[config.mk]
export PLATFORM = sky130hd
export DESIGN_NAME = hypotrochoid_point_generator_core
export DESIGN_NICKNAME = d
export VERILOG_FILES = /design/src/sv/hypo_pkg.sv /design/src/sv/hypo_cordic.sv /design/src/sv/hypotrochoid_point_generator_core.sv
export SDC_FILE = /design/constraint.sdc
export NUM_CORES = 2
export LEC_CHECK = 0
export BUFFER_PORTS_ARGS = -buffer_cell sky130_fd_sc_hd__buf_2
export CAP_MARGIN = 5
export CORE_MARGIN = 8
export CORE_UTILIZATION = 66
export DETAILED_ROUTE_END_ITERATION = 8
export PLACE_DENSITY_LB_ADDON = 0.1
export SLEW_MARGIN = 20
export SYNTH_ARGS = -nofsm -noshare
export SYNTH_HDL_FRONTEND = slang
export SYNTH_SLANG_ARGS = --single-unit
[constraint.sdc]
create_clock -name clk -period 11.3 [get_ports clk]
set_clock_uncertainty 0.2 [all_clocks]
set_input_delay 1.13 -clock clk [delete_from_list [all_inputs] [get_ports clk]]
set_output_delay 1.13 -clock clk [all_outputs]
set_load 0.03 [all_outputs]
[src/sv/hypo_pkg.sv]
// Shared constants, tables and helper functions for the hypotrochoid point generator.
package hypo_pkg;

    localparam int CORDIC_ITERATIONS_DEF = 18;
    localparam int ATAN_DEPTH = 24;

    localparam logic signed [20:0] STEP_Q16 = 21'sd655;
    localparam logic signed [20:0] PI_Q16 = 21'sd205887;
    localparam logic signed [20:0] TWO_PI_Q16 = 21'sd411775;
    localparam logic signed [20:0] HALF_PI_Q16 = 21'sd102944;
    localparam logic signed [27:0] GAIN_Q24 = 28'sd10188014;
    localparam logic [41:0] TWO_HUNDRED_PI_Q32 = 42'd2698607540904;
    localparam logic signed [18:0] OUT_MAX = 19'sd262143;
    localparam logic signed [17:0] OFFSET_MAX = 18'sd131071;
    localparam logic signed [17:0] OFFSET_MIN = 18'sh20000;

    localparam logic [0:0] ACT_START = 1'b0;
    localparam logic [0:0] ACT_NEXT = 1'b1;

    localparam logic [0:0] CFG_TOOTH_COUNT = 1'b0;
    localparam logic [0:0] CFG_RING_RADIUS = 1'b1;

    // Arctangent table at 24 fraction bits
    function automatic logic [23:0] atan_q24(input logic [4:0] idx);
        logic [23:0] v;
        unique case (idx)
            5'd0: v = 24'd13176795;
            5'd1: v = 24'd7778716;
            5'd2: v = 24'd4110060;
            5'd3: v = 24'd2086331;
            5'd4: v = 24'd1047214;
            5'd5: v = 24'd524117;
            5'd6: v = 24'd262123;
            5'd7: v = 24'd131069;
            5'd8: v = 24'd65536;
            5'd9: v = 24'd32768;
            5'd10: v = 24'd16384;
            5'd11: v = 24'd8192;
            5'd12: v = 24'd4096;
            5'd13: v = 24'd2048;
            5'd14: v = 24'd1024;
            5'd15: v = 24'd512;
            5'd16: v = 24'd256;
            5'd17: v = 24'd128;
            5'd18: v = 24'd64;
            5'd19: v = 24'd32;
            5'd20: v = 24'd16;
            5'd21: v = 24'd8;
            5'd22: v = 24'd4;
            5'd23: v = 24'd2;
            default: v = 24'd0;
        endcase
        return v;
    endfunction

    // Wrap a value known to lie within one period outside [-pi, pi]
    function automatic logic signed [19:0] wrap_once(input logic signed [24:0] a);
        logic signed [24:0] r;
        r = a;
        if (r > 25'(PI_Q16))
        begin
            r = r - 25'(TWO_PI_Q16);
        end
        else if (r < -25'(PI_Q16))
        begin
            r = r + 25'(TWO_PI_Q16);
        end
        return r[19:0];
    endfunction

endpackage

[src/sv/hypo_cordic.sv]
// Iterative CORDIC: cos and sin of a Q4.16 angle in [-pi, pi], results in Q24.
module hypo_cordic #(
    parameter int ITERATIONS = hypo_pkg::CORDIC_ITERATIONS_DEF
) (
    input  logic                clk,
    input  logic                rst_n,
    input  logic                start,
    input  logic signed [19:0]  angle,
    output logic                done,
    output logic signed [27:0]  cos_q24,
    output logic signed [27:0]  sin_q24
);
    import hypo_pkg::*;

    localparam int IW = $clog2(ITERATIONS + 1);

    logic               busy_reg, busy_next;
    logic [IW-1:0]      iter_reg, iter_next;
    logic               neg_reg, neg_next;
    logic signed [27:0] x_reg, x_next;
    logic signed [27:0] y_reg, y_next;
    logic signed [28:0] z_reg, z_next;
    logic signed [20:0] ang_fold;
    logic               fold_neg;
    logic signed [27:0] dx, dy;
    logic signed [28:0] at;
    logic signed [27:0] x_step, y_step;
    logic signed [28:0] z_step;

    always_comb
    begin
        fold_neg = 1'b0;
        ang_fold = 21'(angle);
        if (21'(angle) > HALF_PI_Q16)
        begin
            ang_fold = 21'(angle) - PI_Q16;
            fold_neg = 1'b1;
        end
        else if (21'(angle) < -HALF_PI_Q16)
        begin
            ang_fold = 21'(angle) + PI_Q16;
            fold_neg = 1'b1;
        end
    end

    assign dx = y_reg >>> iter_reg;
    assign dy = x_reg >>> iter_reg;
    assign at = 29'(atan_q24(5'(iter_reg)));

    // one rotation step on the current vector
    assign x_step = (z_reg >= 0) ? x_reg - dx : x_reg + dx;
    assign y_step = (z_reg >= 0) ? y_reg + dy : y_reg - dy;
    assign z_step = (z_reg >= 0) ? z_reg - at : z_reg + at;

    always_comb
    begin
        busy_next = busy_reg;
        iter_next = iter_reg;
        neg_next = neg_reg;
        x_next = x_reg;
        y_next = y_reg;
        z_next = z_reg;
        if (start)
        begin
            busy_next = 1'b1;
            iter_next = '0;
            neg_next = fold_neg;
            x_next = GAIN_Q24;
            y_next = '0;
            z_next = {ang_fold, 8'd0};
        end
        else if (busy_reg)
        begin
            x_next = x_step;
            y_next = y_step;
            z_next = z_step;
            iter_next = iter_reg + 1'b1;
            if (iter_reg == IW'(ITERATIONS - 1))
            begin
                busy_next = 1'b0;
            end
        end
    end

    always_ff @(posedge clk or negedge rst_n)
    begin
        if (!rst_n)
        begin
            busy_reg <= 1'b0;
            iter_reg <= '0;
        end
        else
        begin
            busy_reg <= busy_next;
            iter_reg <= iter_next;
        end
    end

    always_ff @(posedge clk)
    begin
        neg_reg <= neg_next;
        x_reg <= x_next;
        y_reg <= y_next;
        z_reg <= z_next;
    end

    assign done = busy_reg && (iter_reg == IW'(ITERATIONS - 1));
    assign cos_q24 = neg_reg ? -x_step : x_step;
    assign sin_q24 = neg_reg ? -y_step : y_step;

    assert property (@(posedge clk) disable iff (!rst_n) done && !start |=> !busy_reg)
        else $error("cordic still busy after done");
    assert property (@(posedge clk) disable iff (!rst_n)
        busy_reg && !start |-> iter_reg < IW'(ITERATIONS))
        else $error("cordic iteration count overran");
    assert property (@(posedge clk) disable iff (!rst_n) start |=> busy_reg)
        else $error("cordic failed to start");

endmodule

[src/sv/hypotrochoid_point_generator_core.sv]
// Hypotrochoid point generator top level: start setup sequencer, point sequencer and output.
// Start item: gcd by repeated subtraction (up to 254 steps), three serial 25-step divides and a
//   point count multiply run before the next item is taken; a zero tooth count skips them.
// Next item: two passes of one shared CORDIC, four serial products through one multiplier,
//   then the sum, which waits for the output register to free up.
// The result sits in an output register; the next item is accepted while it waits.
// rst_n asynchronously clears control and curve state and restores config defaults, not scratch.
module hypotrochoid_point_generator_core #(
    parameter int CORDIC_ITERATIONS = hypo_pkg::CORDIC_ITERATIONS_DEF
) (
    input  logic        clk,
    input  logic        rst_n,
    input  logic        s_tvalid,
    output logic        s_tready,
    input  logic [47:0] s_tdata,   // wheel_tooth_count[7:0], start_angle[27:8], pen_distance[43:28]
    input  logic        s_tuser,   // action
    output logic        m_tvalid,
    input  logic        m_tready,
    output logic [39:0] m_tdata,   // point_x[18:0], point_y[37:19], zero fill
    output logic        m_tlast,   // last_point
    input  logic        cfg_we,
    input  logic [0:0]  cfg_index,
    input  logic [15:0] cfg_data
);
    import hypo_pkg::*;

    localparam logic [3:0] ST_IDLE   = 4'd0;
    localparam logic [3:0] ST_GCD    = 4'd1;
    localparam logic [3:0] ST_DIVOFF = 4'd2;
    localparam logic [3:0] ST_DIVINC = 4'd3;
    localparam logic [3:0] ST_DIVROT = 4'd4;
    localparam logic [3:0] ST_STEPS  = 4'd5;
    localparam logic [3:0] ST_CRING  = 4'd6;
    localparam logic [3:0] ST_CPEN   = 4'd7;
    localparam logic [3:0] ST_MUL    = 4'd8;
    localparam logic [3:0] ST_SUM    = 4'd9;

    logic [7:0]         outer_teeth_reg;
    logic [15:0]        ring_radius_reg;
    logic signed [19:0] ring_angle_reg, pen_angle_reg;
    logic signed [23:0] pen_inc_reg;
    logic signed [17:0] offset_reg;
    logic [15:0]        pen_radius_reg;
    logic [17:0]        steps_left_reg;
    logic [3:0]         state_reg;

    // setup scratch
    logic [7:0]         ga_reg, gb_reg, wt_reg;
    logic               dneg_reg;
    logic [24:0]        dnum_reg;
    logic [24:0]        drem_reg;
    logic [7:0]         dden_reg;
    logic [4:0]         dcnt_reg;
    logic [7:0]         rot_reg;

    // point scratch
    logic signed [27:0] rc_reg, rs_reg, pc_reg, ps_reg;
    logic [1:0]         mcnt_reg;
    logic signed [27:0] prod_reg [4];
    logic               out_valid_reg;
    logic signed [18:0] out_x_reg, out_y_reg;
    logic               out_last_reg;

    logic               in_acc;
    logic               cstart;
    logic signed [19:0] cangle;
    logic               cdone;
    logic signed [27:0] ccos, csin;

    assign s_tready = (state_reg == ST_IDLE);
    assign in_acc = s_tvalid && s_tready;

    assign cstart = (in_acc && s_tuser == ACT_NEXT && steps_left_reg != 0)
                 || (state_reg == ST_CRING && cdone);
    assign cangle = (state_reg == ST_CRING) ? pen_angle_reg : ring_angle_reg;

    hypo_cordic #(.ITERATIONS(CORDIC_ITERATIONS)) u_cordic (
        .clk(clk), .rst_n(rst_n), .start(cstart), .angle(cangle),
        .done(cdone), .cos_q24(ccos), .sin_q24(csin)
    );

    // shared restoring divider step
    logic [25:0] dtrial;
    logic [24:0] drem_sh;
    assign drem_sh = {drem_reg[23:0], dnum_reg[24]};
    assign dtrial = {1'b0, drem_sh} - {18'd0, dden_reg};

    // shared multiplier: 18x28 operand select
    logic signed [17:0] mop_a;
    logic signed [27:0] mop_b;
    logic signed [46:0] mprod;
    always_comb
    begin
        unique case (mcnt_reg)
            2'd0: begin mop_a = offset_reg; mop_b = rc_reg; end
            2'd1: begin mop_a = $signed({2'b0, pen_radius_reg}); mop_b = pc_reg; end
            2'd2: begin mop_a = offset_reg; mop_b = rs_reg; end
            default: begin mop_a = $signed({2'b0, pen_radius_reg}); mop_b = ps_reg; end
        endcase
    end
    assign mprod = mop_a * mop_b + 47'sd8388608;

    logic signed [28:0] sx, sy;
    assign sx = 29'(prod_reg[0]) + 29'(prod_reg[1]);
    assign sy = 29'(prod_reg[2]) - 29'(prod_reg[3]);

    function automatic logic signed [18:0] sat19(input logic signed [28:0] v);
        if (v > 29'(OUT_MAX)) return OUT_MAX;
        if (v < -29'(OUT_MAX)) return -OUT_MAX;
        return v[18:0];
    endfunction

    logic [7:0]         in_wt;
    logic signed [19:0] in_sa;
    logic signed [8:0]  diff;
    logic [24:0]        diff_abs_mag;
    logic [24:0]        rounded;
    logic [49:0]        steps_prod;
    assign in_wt = s_tdata[7:0];
    assign in_sa = $signed(s_tdata[27:8]);
    assign diff = $signed({1'b0, outer_teeth_reg}) - $signed({1'b0, wt_reg});
    assign diff_abs_mag = 25'(diff[8] ? -diff : diff);
    // quotient plus rounding: remainder*2 >= den rounds away
    assign rounded = dnum_reg + 25'(({drem_reg, 1'b0} >= {18'd0, dden_reg}) ? 1 : 0);
    assign steps_prod = 50'(rot_reg) * 50'(TWO_HUNDRED_PI_Q32) + 50'h0FFFFFFFF;

    always_ff @(posedge clk or negedge rst_n)
    begin
        if (!rst_n)
        begin
            outer_teeth_reg <= 8'd96;
            ring_radius_reg <= 16'd25600;
            ring_angle_reg <= '0;
            pen_angle_reg <= '0;
            pen_inc_reg <= '0;
            offset_reg <= '0;
            pen_radius_reg <= '0;
            steps_left_reg <= '0;
            state_reg <= ST_IDLE;
            out_valid_reg <= 1'b0;
            mcnt_reg <= '0;
            dcnt_reg <= '0;
        end
        else
        begin
            if (cfg_we)
            begin
                unique case (cfg_index)
                    CFG_TOOTH_COUNT: outer_teeth_reg <= cfg_data[7:0];
                    default: ring_radius_reg <= cfg_data;
                endcase
            end
            if (m_tvalid && m_tready && state_reg != ST_SUM)
            begin
                out_valid_reg <= 1'b0;
            end
            unique case (state_reg)
                ST_IDLE:
                begin
                    if (in_acc && s_tuser == ACT_START)
                    begin
                        pen_radius_reg <= s_tdata[43:28];
                        ring_angle_reg <= wrap_once(25'(in_sa));
                        pen_angle_reg <= wrap_once(25'(in_sa));
                        wt_reg <= in_wt;
                        if (outer_teeth_reg == 0 || in_wt == 0)
                        begin
                            pen_inc_reg <= '0;
                            offset_reg <= '0;
                            steps_left_reg <= '0;
                        end
                        else
                        begin
                            ga_reg <= outer_teeth_reg;
                            gb_reg <= in_wt;
                            state_reg <= ST_GCD;
                        end
                    end
                    else if (in_acc && steps_left_reg != 0)
                    begin
                        state_reg <= ST_CRING;
                    end
                end
                ST_GCD:
                begin
                    // subtractive gcd
                    if (ga_reg == gb_reg)
                    begin
                        dneg_reg <= diff[8];
                        dnum_reg <= 25'(ring_radius_reg) * diff_abs_mag;
                        drem_reg <= '0;
                        dden_reg <= outer_teeth_reg;
                        dcnt_reg <= '0;
                        state_reg <= ST_DIVOFF;
                    end
                    else if (ga_reg > gb_reg)
                    begin
                        ga_reg <= ga_reg - gb_reg;
                    end
                    else
                    begin
                        gb_reg <= gb_reg - ga_reg;
                    end
                end
                ST_DIVOFF, ST_DIVINC, ST_DIVROT:
                begin
                    if (dcnt_reg != 5'd25)
                    begin
                        dcnt_reg <= dcnt_reg + 1'b1;
                        dnum_reg <= {dnum_reg[23:0], ~dtrial[25]};
                        drem_reg <= dtrial[25] ? drem_sh : dtrial[24:0];
                    end
                    else
                    begin
                        dcnt_reg <= '0;
                        drem_reg <= '0;
                        if (state_reg == ST_DIVOFF)
                        begin
                            if (dneg_reg)
                            begin
                                offset_reg <= (rounded > 25'd131072) ? OFFSET_MIN
                                    : 18'(-$signed({1'b0, rounded}));
                            end
                            else
                            begin
                                offset_reg <= (rounded > 25'd131071) ? OFFSET_MAX
                                    : 18'(rounded);
                            end
                            dnum_reg <= 25'(diff_abs_mag) * 25'd655;
                            dden_reg <= wt_reg;
                            state_reg <= ST_DIVINC;
                        end
                        else if (state_reg == ST_DIVINC)
                        begin
                            pen_inc_reg <= dneg_reg ? 24'(-$signed({1'b0, rounded}))
                                : 24'(rounded);
                            dnum_reg <= 25'(outer_teeth_reg);
                            dden_reg <= ga_reg;
                            state_reg <= ST_DIVROT;
                        end
                        else
                        begin
                            rot_reg <= dnum_reg[7:0];
                            state_reg <= ST_STEPS;
                        end
                    end
                end
                ST_STEPS:
                begin
                    steps_left_reg <= steps_prod[49:32];
                    state_reg <= ST_IDLE;
                end
                ST_CRING:
                begin
                    if (cdone)
                    begin
                        rc_reg <= ccos;
                        rs_reg <= csin;
                        state_reg <= ST_CPEN;
                    end
                end
                ST_CPEN:
                begin
                    if (cdone)
                    begin
                        pc_reg <= ccos;
                        ps_reg <= csin;
                        mcnt_reg <= '0;
                        state_reg <= ST_MUL;
                    end
                end
                ST_MUL:
                begin
                    prod_reg[mcnt_reg] <= 28'(mprod >>> 24);
                    mcnt_reg <= mcnt_reg + 1'b1;
                    if (mcnt_reg == 2'd3)
                    begin
                        state_reg <= ST_SUM;
                    end
                end
                ST_SUM:
                begin
                    // hold the point until the output register frees up
                    if (!out_valid_reg || m_tready)
                    begin
                        out_x_reg <= sat19(sx);
                        out_y_reg <= sat19(sy);
                        out_last_reg <= (steps_left_reg == 18'd1);
                        out_valid_reg <= 1'b1;
                        steps_left_reg <= steps_left_reg - 1'b1;
                        ring_angle_reg <= wrap_once(25'(ring_angle_reg) + 25'(STEP_Q16));
                        pen_angle_reg <= wrap_once(25'(pen_angle_reg) + 25'(pen_inc_reg));
                        state_reg <= ST_IDLE;
                    end
                end
                default: state_reg <= ST_IDLE;
            endcase
        end
    end

    assign m_tvalid = out_valid_reg;
    assign m_tdata = {2'b00, out_y_reg, out_x_reg};
    assign m_tlast = out_last_reg;

    assert property (@(posedge clk) disable iff (!rst_n)
        state_reg == ST_SUM |=> out_valid_reg)
        else $error("point not presented after sum");
    assert property (@(posedge clk) disable iff (!rst_n)
        state_reg == ST_SUM |-> steps_left_reg != 0)
        else $error("point produced with no steps left");
    assert property (@(posedge clk) disable iff (!rst_n)
        s_tready |-> state_reg == ST_IDLE)
        else $error("input taken while busy");
    assert property (@(posedge clk) disable iff (!rst_n)
        state_reg == ST_GCD |-> ga_reg != 0 && gb_reg != 0)
        else $error("gcd operand reached zero");

endmodule
==> impl_metrics.env <==
export IMPL_status="finished, final reports clean"
export IMPL_timing_critical_path_fanout_max=13
export IMPL_post_synth_top_count_cell="inv_1"
export IMPL_ioPinCount=114
export IMPL_fin_crit_ps=10010
export IMPL_endpoint_kind="register"
export IMPL_crit_required_ps=11500
export IMPL_synthTopCellsByCount="inv_1 (1147), nand2_1 (1027), fa_1 (835)"
export IMPL_dieWidth_um=359
export IMPL_cts_num_sinks=578
export IMPL_start_util=0.662
export IMPL_yosysUniqueCellTypes=105
export IMPL_dp_hpwl_um=176000
export IMPL_grt_pass1_wl_um=355000
export IMPL_grt_usage=0.340
export IMPL_cts_buffers=73
export IMPL_hp_class="in2async"
export IMPL_r2r_end="dnum_reg[24]"
export IMPL_cp_slowest_cell="xnor2_2"
export IMPL_worst_setup_path_start_kind="register"
export IMPL_htreeDepth=3
export IMPL_coreArea_mm2=0.118
export IMPL_drtAntennaViolNets=0
export IMPL_ys_seq_area_frac=0.205
export IMPL_use_met2=0.526
export IMPL_drt_iter0_markers=6722
export IMPL_rsz0062_at_grt="false"
export IMPL_wl_per_cell_um=21.5
export IMPL_drc=0
export IMPL_r2r_cells=37
export IMPL_grt_ovfl_total=0
export IMPL_insertion_delay_ps=700
export IMPL_drive_above_1_share=0.0642
export IMPL_slew_headroom=0.160
export IMPL_antenna_found_initial=6
export IMPL_slowest_delay_ps=650
export IMPL_crit_arrival_ps=10210
export IMPL_fmax_mhz=99.9
export IMPL_portBuffers=107
export IMPL_drt_first_pass_iters=6
export IMPL_tightest_slew_ps=1260
export IMPL_synth_largest_area_cell="fa_1"
export IMPL_gp_congestion=0.996
export IMPL_cts_resized_gates=0
export IMPL_critPathTopFamily="adder cells"
export IMPL_netlist_instances=8684
export IMPL_clockRootBuffer="clkbuf_16"
export IMPL_dieHeight_um=359
export IMPL_clk_pin_slew_ps=60
export IMPL_rr_startpoint="outer_teeth_reg[0]"
export IMPL_path_buf_inv=7
export IMPL_use_met3=0.0649
export IMPL_ys_warn_count=0
export IMPL_synth_flop_cell="edfxtp_1"
export IMPL_clockBufferDepth=3
export IMPL_synth_edf_count=356
export IMPL_grt_max_degree=70
export IMPL_via_per_inst=6.27
export IMPL_drt_wl_total_um=223000
export IMPL_netlist_area_mm2=0.0779
export IMPL_cts_setup_buffers=0
export IMPL_final_setup_tns_ps=0
export IMPL_first_global_vias=65000
export IMPL_largest_register_ffs=92
export IMPL_worstSetupPathType="reg2reg"
export IMPL_fin_crit_sh=0.886
export IMPL_finalMaxSlewViolations=0
export IMPL_synth_seq_cells=578
export IMPL_synth_avg_cell_area_um2=8.97
export IMPL_ff2ff_setup_slack_ps=1290
export IMPL_die_area_mm2=0.129
export IMPL_ctsHoldBuffers=0
export IMPL_nets=10300
export IMPL_grtUsageMet1=0.471
export IMPL_finalHoldViolCount=0
export IMPL_cap_violations=0
export IMPL_vias=65100
export IMPL_fill_cells=9283
export IMPL_cp_depth=37
export IMPL_synth_top_area_frac=0.215
export IMPL_area_growth_pct=6.55
export IMPL_rows=126
export IMPL_synth_top_cells_by_area="fa_1 (21%), edfxtp_1 (14%), ha_1 (9.4%)"
export IMPL_setup_viol=0
export IMPL_synth_async_sr_flop_share=0.273
export IMPL_busiest_layer="met2"
export IMPL_tritoncts="built"
==> placed cells by master (no fill, tap or decap), types with 89 or more instances in the layout <==
master | netlist | routed
dfrtp_1 | 153 | 148
nor2_1 | 608 | 600
buf_2 | 10 | 106
inv_1 | 1147 | 1145
fa_1 | 835 | 835
nand3_1 | 159 | 159
a21oi_1 | 397 | 396
nand2_1 | 1027 | 1026
conb_1 | 2 | 190
a21o_1 | 109 | 109
xor2_1 | 179 | 178
xnor2_1 | 331 | 327
ha_1 | 584 | 584
nor2b_1 | 100 | 99
buf_4 | 4 | 100
o21ai_0 | 406 | 402
nor3_1 | 142 | 137
and2_1 | 104 | 104
mux2i_1 | 151 | 146
nand2b_1 | 96 | 96
edfxtp_1 | 356 | 356
mux2_2 | 89 | 89
==> kinds of logic after synthesis <==
group	Yosys count	share of synthesized area
XOR/XNOR	510	0.0574
AO/OA/AOI/OAI	1706	0.144
AND/OR/NAND/NOR	2656	0.160
other	2	0.0000965
multiplexers	296	0.0498
adder cells (fa/ha/maj)	1419	0.309
buffers and inverters	1517	0.0755
flip-flops	578	0.205
==> metrics by stage <==
stage                     utilization  area (um^2)  hold slack [ps]  instances  setup WS, ps
after floorplan                     -        78600              224       8872          2340
after global placement          0.683        80400              266      10200          1580
after detailed placement        0.684        80400              273      10200          1390
after CTS                       0.705        82900              255      10400          1350
after global routing            0.705        83000              294      10400           649
final                           0.705        83000              271      10400          1290
==> worst register-to-register path, delay by kind of cell, from the launching register on <==
family          cells  cell delay (ps)
buf+inv             7              820
compound gates     16             3470
xor+xnor            2              800
flops               1              420
fa+ha+maj           9             3760
simple gates        3              250
==> worst max-delay path by stage <==
stage                     slack (ps)      endpoint          startpoint
after floorplan                 2340  dnum_reg[24]  outer_teeth_reg[0]
after global placement          1580  dnum_reg[24]  outer_teeth_reg[0]
after detailed placement        1390  dnum_reg[24]  outer_teeth_reg[0]
after CTS                       1350  dnum_reg[24]  outer_teeth_reg[0]
after global routing             650  dnum_reg[18]  outer_teeth_reg[0]
final                           1290  dnum_reg[24]  outer_teeth_reg[0]
==> routing by layer <==
| layer | vias up | part of all wire | routed length (um) |
|---|---|---|---|
| met5 | - | 0.00013 | 28 |
| met4 | 4 | 0.046 | 10300 |
| met3 | 506 | 0.096 | 21400 |
| met2 | 2899 | 0.44 | 98600 |
| met1 | 32000 | 0.42 | 92500 |
| li1 | 29700 | - | - |
==> final cells by class <==
| cell class | instances | area (um^2) | area share |
|---|---|---|---|
| sequential | 578 | 15900 | 0.192 |
| antenna | 3 | 7.51 | 0.0000905 |
| timing repair buffer | 207 | 1290 | 0.0156 |
| multi-input combinational | 6777 | 56900 | 0.686 |
| clock buffer | 86 | 1910 | 0.0230 |
| clock inverter | 46 | 636 | 0.00766 |
| tap | 1536 | 1920 | 0.0232 |
| inverter | 1151 | 4320 | 0.0521 |
Power is not shown: default switching activity piles up to over one toggle a cycle in this logic, so the estimate is an artifact.
